`src/dtd_pkg.sv`:
```
// Shared types and constants for the decimal text to double converter.
// No dependencies; dtd_dp, dtd_ctrl and the top level import this package.
`timescale 1ns / 1ps

package dtd_pkg;

  localparam int unsigned ExpW = 16;
  localparam int unsigned PowerSteps = 9;
  localparam int unsigned XW = PowerSteps;
  localparam logic [63:0] MantLimit = 64'd1844674407370955160;
  localparam logic [XW-1:0] MaxDecExp = XW'(511);

  typedef enum logic [3:0] {
    CMD_IDLE,
    CMD_FEED,
    CMD_SETUP,
    CMD_NORM,
    CMD_MUL_START,
    CMD_MUL_STEP,
    CMD_MUL_END,
    CMD_DIV_START,
    CMD_DIV_STEP,
    CMD_DIV_END,
    CMD_SHIFTX,
    CMD_PACK
  } dp_op_e;

  typedef enum logic [1:0] {
    MSEL_SCALE,
    MSEL_POW,
    MSEL_FRAC
  } msel_e;

  typedef struct packed {
    dp_op_e     op;
    msel_e      msel;
    logic [1:0] step;
  } dp_cmd_t;

  typedef struct packed {
    logic mant_zero;
    logic frac_top;
    logic x_zero;
    logic x_lsb;
    logic x_last;
    logic down;
    logic q_top;
  } dp_status_t;

endpackage

```
`src/dtd_ctrl.sv`:
```
// Controller: sequences parsing, normalization, power-of-ten scaling and
// packing, and holds the result valid flag. Depends on dtd_pkg.
`timescale 1ns / 1ps

module dtd_ctrl (
  input  logic                clk_i,
  input  logic                rst_ni,
  input  logic                in_valid_i,
  input  logic                in_last_i,
  output logic                in_ready_o,
  output logic                out_valid_o,
  input  logic                out_ready_i,
  input  dtd_pkg::dp_status_t status_i,
  output dtd_pkg::dp_cmd_t    cmd_o
);
  import dtd_pkg::*;

  typedef enum logic [3:0] {
    S_PARSE, S_CHECK, S_NORM, S_LOOP, S_MUL, S_MEND, S_SQ, S_SHIFT, S_DIV, S_PACK
  } state_e;

  state_e     state_q, state_d;
  msel_e      msel_q, msel_d;
  logic [1:0] step_q, step_d;
  logic       oval_q, oval_d;
  logic       out_free;

  assign out_free = !oval_q || out_ready_i;
  assign in_ready_o = (state_q == S_PARSE);
  assign out_valid_o = oval_q;

  always_comb begin
    state_d = state_q;
    msel_d = msel_q;
    step_d = step_q;
    oval_d = oval_q && !out_ready_i;
    cmd_o = '{op: CMD_IDLE, msel: msel_q, step: step_q};
    unique case (state_q)
      S_PARSE: begin
        if (in_valid_i) begin
          cmd_o.op = CMD_FEED;
          if (in_last_i) state_d = S_CHECK;
        end
      end
      S_CHECK: begin
        if (status_i.mant_zero) begin
          state_d = S_PACK;
        end else begin
          cmd_o.op = CMD_SETUP;
          state_d = S_NORM;
        end
      end
      S_NORM: begin
        if (status_i.frac_top) state_d = S_LOOP;
        else cmd_o.op = CMD_NORM;
      end
      S_LOOP: begin
        step_d = 2'd0;
        if (status_i.x_zero) begin
          if (status_i.down) begin
            cmd_o.op = CMD_DIV_START;
            state_d = S_DIV;
          end else begin
            cmd_o.op = CMD_MUL_START;
            cmd_o.msel = MSEL_FRAC;
            msel_d = MSEL_FRAC;
            state_d = S_MUL;
          end
        end else if (status_i.x_lsb) begin
          cmd_o.op = CMD_MUL_START;
          cmd_o.msel = MSEL_SCALE;
          msel_d = MSEL_SCALE;
          state_d = S_MUL;
        end else begin
          state_d = S_SQ;
        end
      end
      S_MUL: begin
        cmd_o.op = CMD_MUL_STEP;
        step_d = step_q + 2'd1;
        if (step_q == 2'd3) state_d = S_MEND;
      end
      S_MEND: begin
        cmd_o.op = CMD_MUL_END;
        unique case (msel_q)
          MSEL_SCALE: state_d = S_SQ;
          MSEL_POW: state_d = S_SHIFT;
          default: state_d = S_PACK;
        endcase
      end
      S_SQ: begin
        step_d = 2'd0;
        if (status_i.x_last) begin
          cmd_o.op = CMD_SHIFTX;
          state_d = S_LOOP;
        end else begin
          cmd_o.op = CMD_MUL_START;
          cmd_o.msel = MSEL_POW;
          msel_d = MSEL_POW;
          state_d = S_MUL;
        end
      end
      S_SHIFT: begin
        cmd_o.op = CMD_SHIFTX;
        state_d = S_LOOP;
      end
      S_DIV: begin
        if (status_i.q_top) begin
          cmd_o.op = CMD_DIV_END;
          state_d = S_PACK;
        end else begin
          cmd_o.op = CMD_DIV_STEP;
        end
      end
      S_PACK: begin
        if (out_free) begin
          cmd_o.op = CMD_PACK;
          oval_d = 1'b1;
          state_d = S_PARSE;
        end
      end
      default: state_d = S_PARSE;
    endcase
  end

  always_ff @(posedge clk_i or negedge rst_ni) begin
    if (!rst_ni) begin
      state_q <= S_PARSE;
      msel_q <= MSEL_SCALE;
      step_q <= 2'd0;
      oval_q <= 1'b0;
    end else begin
      state_q <= state_d;
      msel_q <= msel_d;
      step_q <= step_d;
      oval_q <= oval_d;
    end
  end

endmodule

```
`config.mk`:
```
export PLATFORM = sky130hd
export DESIGN_NAME = dtd_ctrl
export DESIGN_NICKNAME = d
export VERILOG_FILES = /design/src/dtd_pkg.sv /design/src/dtd_ctrl.sv
export SDC_FILE = /design/constraint.sdc
export NUM_CORES = 1
export LEC_CHECK = 0
export ABC_AREA = 1
export BUFFER_PORTS_ARGS = -buffer_cell sky130_fd_sc_hd__buf_2
export CAP_MARGIN = 0
export CORE_AREA = 2 2 42 44
export DETAILED_ROUTE_END_ITERATION = 12
export DIE_AREA = 0 0 44 46
export PLACE_DENSITY = 0.72
export SETUP_SLACK_MARGIN = 0.5
export SLEW_MARGIN = 0
export SYNTH_ARGS = -nofsm -noshare
export SYNTH_HDL_FRONTEND = slang
export SYNTH_SLANG_ARGS = --single-unit
```
`constraint.sdc`:
```
create_clock -name clk_i -period 3.19 [get_ports clk_i]
set_input_delay 0.1595 -clock clk_i [delete_from_list [all_inputs] [get_ports clk_i]]
set_output_delay 0.1595 -clock clk_i [all_outputs]
set_load 0.01 [all_outputs]
```
==> metrics.cfg, run 1 <==
[run_status]
status = finished clean

[logic_synthesis]
syn_inst = 114
synth_fp_nets = 127
ys_types = 18
syn_area_per_cell_sq_um = 6.19
ys_ff_latch = 9
netlist_area_sq_um = 706
yosys_warnings = 0
ys_seq_area_frac = 0.319

[final_layout]
drive_above_1_share = 0.214
antenna_cells = 0
finish.utilization = 0.539
layout_commonest_cell = nand2_1
layoutNonFillerInstCount = 157
syn_to_final_growth_pct = 23.2
regArea_sq_um = 225
final_cell_mix = 36 x nand2_1, 21 x buf_2, 18 x inv_1
fillers = 176
multi_input_area_sq_um = 409
fin_nets = 154

[clock_network]
cts_tree = built
numCtsBuffers = 3
root_buffer = clkbuf_4
insertion_delay_ns = 0.27
htreeDepth = 1
clock_path_buffers = 2
clk_pin_slew_ns = 0.07
clock_sinks = 9

[timing]
post-route-period-util = 0.587
rsz0062_at_grt = no
setup_viol = 0
finalHoldViolCount = 0
relSlewSlack = 0.724
fin_crit_ns = 1.87
clock-skew-final_ns = 0.00685
tns_ns = 0
worst_pin_slew_ns = 0.410
slew_viol_final = 0
fmax_ghz = 0.534

[power]
static-leakage-power_nw = 0.534
power.density_nw_per_um2 = 966
vdd_drop_max_mv = 0.544

[global_route]
grt-ovfl-total = 0
grt_pass1_vias = 660
grt_max_degree = 10
grt_antenna_before_repair = 0
grt_pass1_wl_mm = 2.77
track_usage = 0.189

[flow_run]
cap_violations = 0

[detailed_routing]
num_vias = 839
wire_per_inst_microns = 11.4
ant_nets = 0
viasPerCell = 5.34
wirelength_mm = 1.78
drc_errors = 0
drtIter0Drc = 30
dr.pass1.iters = 4

[setup_path]
crit_path_end_kind = output port
worstSetupPathType = register to output port
arrival_ns = 1.71
reg2reg_depth = 7
crit_fanout = 5
required_ns = 3.03
critPathLaunchType = register

[hold_path]
hp-class = input port to register
hold_depth = 4

[placed_design]
port_buffers = 21
place_congestion = 0.875
dpl.hpwl_mm = 1.45
dpl.cell_count = 152

[floorplan]
fp.dieArea_sq_um = 2020
core_sq_um = 1610
die_h_microns = 46
die_w_microns = 44
fp-row-count = 15
ios = 22
initial_core_util = 0.437

## what timing repair did
action | in CTS | in global routing
hold buffers | 1 | 0
hold endpoints to repair | 9 | 0
setup buffers | 0 | 0
resized for setup | 0 | 0
## registers in the layout, summed over array words and instances (netlist names)
signal / count
out_valid_o: 1
step_q: 2
state_q: 4
msel_q: 2
## power breakdown
group	switching, mW	internal [mW]	leakage, nW
sequential	0.0569	0.163	0.118
combinational	0.339	0.193	0.398
clock	0.0430	0.0463	0.0177
total	0.438	0.402	0.534
## final cells by class
type                            count  share of cell area
Timing Repair Buffer               22               0.132
Inverter                           19              0.0820
Multi-Input combinational cell     86               0.471
Tap cell                           17              0.0245
Sequential cell                     9               0.259
Clock buffer                        3              0.0259
Clock inverter                      1             0.00576
## routing by layer
| metal | part of all wire | track usage | wire length (microns) |
|---|---|---|---|
| met1 | 0.42 | 0.231 | 758 |
| met3 | 0.076 | 0.0595 | 135 |
| met4 | 0.0090 | 0.0182 | 16 |
| met2 | 0.49 | 0.335 | 874 |
| met5 | 0 | 0 | 0 |
## cell families (layout without fill, tap and decap cells)
logic type               count (synthesis)  count (layout)  share of synthesized area
AND/OR/NAND/NOR                         73              73                      0.456
buffers and inverters                   19              45                      0.101
AO/OA/AOI/OAI                           12              12                      0.106
flip-flops                               9               9                      0.319
adder cells (fa/ha/maj)                  1               1                     0.0177
## Yosys cell counts
cell type	n	area share
o211a_1	1	0.014
inv_1	18	0.096
nand4_1	3	0.027
inv_2	1	0.0053
nor3_1	1	0.0071
o21ai_2	1	0.012
nand2_1	36	0.19
a21oi_1	2	0.014
o2111ai_1	1	0.012
o21ai_0	6	0.043
nor2_1	15	0.080
nor2_2	1	0.0089
nor2_4	2	0.032
dfrtp_1	9	0.32
o211ai_1	1	0.011
ha_1	1	0.018
nor3b_1	1	0.011
nand3_1	14	0.099
## critical path, cell delays in order, from the launching register on
cell,delay [ns]
dfrtp_1,0.46
nor2_4,0.20
inv_1,0.10
nor2_4,0.13
o21ai_0,0.19
nand3_1,0.13
o21ai_0,0.09
buf_2,0.16
## metrics by stage
stage          hold slack [ns]  area, sq um  power, mW  setup WS, ns
2_1_floorplan           -0.136          706      0.576          1.80
3_3_place_gp            0.0187          832      0.741          1.65
3_5_place_dp            0.0199          832      0.747          1.63
4_1_cts                  0.164          870      0.839          1.32
5_1_grt                  0.211          870      0.922          1.17
6_report                 0.163          870      0.840          1.32
## final timing paths
check	from	end	slack, ns
max in group asynchronous	rst_ni	step_q[1]	2.75
setup reg to reg	state_q[0]	state_q[0]	1.73
hold reg to reg	msel_q[0]	msel_q[0]	0.55
hold / removal	out_ready_i	out_valid_o	0.16
setup / recovery	state_q[2]	cmd_o[3]	1.32
min in group asynchronous	rst_ni	step_q[0]	0.26
No activity file was read; power rests on OpenSTA's default activity.
==> inputs of run 2 (changes only) <==
- CORE_AREA: 2 2 42 44 -> 2 2 44 46
- DIE_AREA: 0 0 44 46 -> 0 0 46 48
- PLACE_DENSITY: 0.72 -> 0.69
- clock period: 3.19 -> 1.7 ns (I/O delays scaled with it)
==> metrics.cfg, run 2 (same netlist as run 1, synthesis figures left out) <==
[flow_run]
cap_violations = 0  ; unchanged

[global_route]
grt_antenna_before_repair = 0  ; unchanged
grt-ovfl-total = 0  ; unchanged
track_usage = 0.217  ; +0.0283
grt_pass1_vias = 743  ; +13%
grt_max_degree = 10  ; unchanged
grt_pass1_wl_mm = 3.24  ; +17%

[timing]
rsz0062_at_grt = yes
tns_ns = 0  ; unchanged
worst_pin_slew_ns = 0.253  ; -0.157 ns
finalHoldViolCount = 0  ; unchanged
fmax_ghz = 0.623
clock-skew-final_ns = 0.0120  ; +0.00517 ns
relSlewSlack = 0.830  ; +0.106
post-route-period-util = 0.945
setup_viol = 0  ; unchanged
fin_crit_ns = 1.61
holdWs_ns = 0.107  ; -0.0564 ns
slew_viol_final = 0  ; unchanged

[detailed_routing]
drtIter0Drc = 14  ; -53%
dr.pass1.iters = 4  ; unchanged
num_vias = 893  ; +6.4%
viasPerCell = 5.25  ; -1.7%
ant_nets = 0  ; unchanged
wirelength_mm = 2.18  ; +22%
drc_errors = 0  ; unchanged
wire_per_inst_microns = 12.8  ; +13%

[final_layout]
layoutNonFillerInstCount = 170  ; +8.3%
finish.utilization = 0.644  ; +0.105
final_cell_mix = 26 x nand2_1, 20 x buf_2, 12 x inv_1
antenna_cells = 0  ; unchanged
top_regs = state_q x4, msel_q x2, step_q x2
fin_nets = 167  ; +8.4%
largest_reg_flops = 4  ; unchanged
syn_to_final_growth_pct = 54.1
top_register = state_q
final_cell_area_sq_um = 1090  ; +25%
drive_above_1_share = 0.484  ; +0.269
layout_commonest_cell = nand2_1

[clock_network]
root_buffer = clkbuf_4
htreeDepth = 1  ; unchanged
clock_path_buffers = 2  ; unchanged
clock_sinks = 9  ; unchanged
clk_pin_slew_ns = 0.07  ; about the same
cts_tree = built
numCtsBuffers = 3  ; unchanged
insertion_delay_ns = 0.27  ; about the same

[placed_design]
dpl.hpwl_mm = 1.41  ; -2.4%
dpl.cell_count = 152  ; unchanged
place_congestion = 0.891  ; +1.9%
port_buffers = 21  ; unchanged
placed_cell_area_sq_um = 832  ; unchanged

[floorplan]
die_h_microns = 48  ; +4.3%
core_sq_um = 1690  ; +4.7%
fp-row-count = 15  ; unchanged
fp.dieArea_sq_um = 2210  ; +9.1%
ios = 22  ; unchanged
initial_core_util = 0.418  ; -0.0194
die_w_microns = 46  ; +4.5%

[run_status]
status = finished clean

[power]
combPwrFrac = 0.703  ; +0.070
pwr-share-seq = 0.215  ; -0.046
power.density_nw_per_um2 = 1930  ; +100%
vdd_drop_max_mv = 0.946  ; +74%
static-leakage-power_nw = 0.609  ; +14%
switching_share = 0.494  ; -0.0280
p_int_mw = 1.06  ; +160%
p_sw_mw = 1.04  ; +140%
p_clk_frac = 0.082  ; -0.024

[setup_path]
crit_path_end_kind = output port
crit_slowest_cell = dfrtp_2
crit_fanout = 5  ; unchanged
crit_family = simple AND/OR/NAND/NOR gates
max_stage_delay_ns = 0.44  ; -0.02 ns
worstSetupPathType = register to output port
cp_num_buf_inv = 2  ; unchanged
critPathLaunchType = register
arrival_ns = 1.52  ; -0.19 ns
cp_cell_sequence = buf_6, nand2_4, nor2_4, nand3_2, nand2_2, o21ai_2, nand2_1, buf_2
required_ns = 1.62  ; -1.41 ns

[hold_path]
hp-class = input port to register

run 2: changes by cell type in the layout (fill, tap and decap cells not counted), sizes merged:
cell  change
buf      +13
run 2: power by group through the flow:
stage	clock [mW]	combinational [mW]	sequential, mW
3_3_place_gp	0	0.972	0.408
3_5_place_dp	0	0.973	0.411
5_1_grt	0.193	1.63	0.465
6_report	0.172	1.47	0.452
2_1_floorplan	0	0.681	0.403
4_1_cts	0.171	1.18	0.431
run 2: timing repair:
action	in CTS	in global routing
buffers inserted	8	5
endpoints found under the hold margin	9	0
gates resized for setup	20	21
pin swaps	8	8
setup endpoints to repair	15	15
hold buffers	1	0
run 2: worst paths after layout:
check / cells past startpoint / slack (ns) / startpoint / endpoint
max: 8 / 0.09 / state_q[1] / cmd_o[2]
max in group asynchronous: 2 / 1.30 / rst_ni / state_q[3]
max reg2reg: 7 / 0.25 / state_q[2] / state_q[1]
min reg2reg: 2 / 0.54 / msel_q[0] / msel_q[0]
min: 4 / 0.11 / out_ready_i / state_q[0]
min in group asynchronous: 2 / 0.19 / rst_ni / step_q[0]
run 2: cell type report:
type / count / area, sq um
clock buffers: 3 / 22.5
fillers: 156 / 602
clock inverters: 1 / 5.00
inverters: 19 / 71.3
multi-input cells: 86 / 510
well taps: 17 / 21.3
repair buffers: 35 / 226
flip-flops and latches: 9 / 230
run 2: per-layer routing:
metal  share of wire  global-route usage  vias up
li1                -                   -      443
met1            0.40               0.233      410
met2            0.51               0.375       30
met3           0.051              0.0604       10
met4           0.043               0.137        0
met5               0                   0        -
run 2: metrics by stage:
stage | worst slack (ns) | power [mW]
floorplan | 0.521 | 1.08
global placement | 0.269 | 1.38
detailed placement | 0.252 | 1.38
CTS | 0.0922 | 1.78
global route | -0.0148 | 2.29
finish | 0.0942 | 2.10
run 2: tightest hold or removal path: stages:
cell and delay (ns):
buf_2 0.07, nor2_1 0.05, nand3_2 0.09, nand2_1 0.05
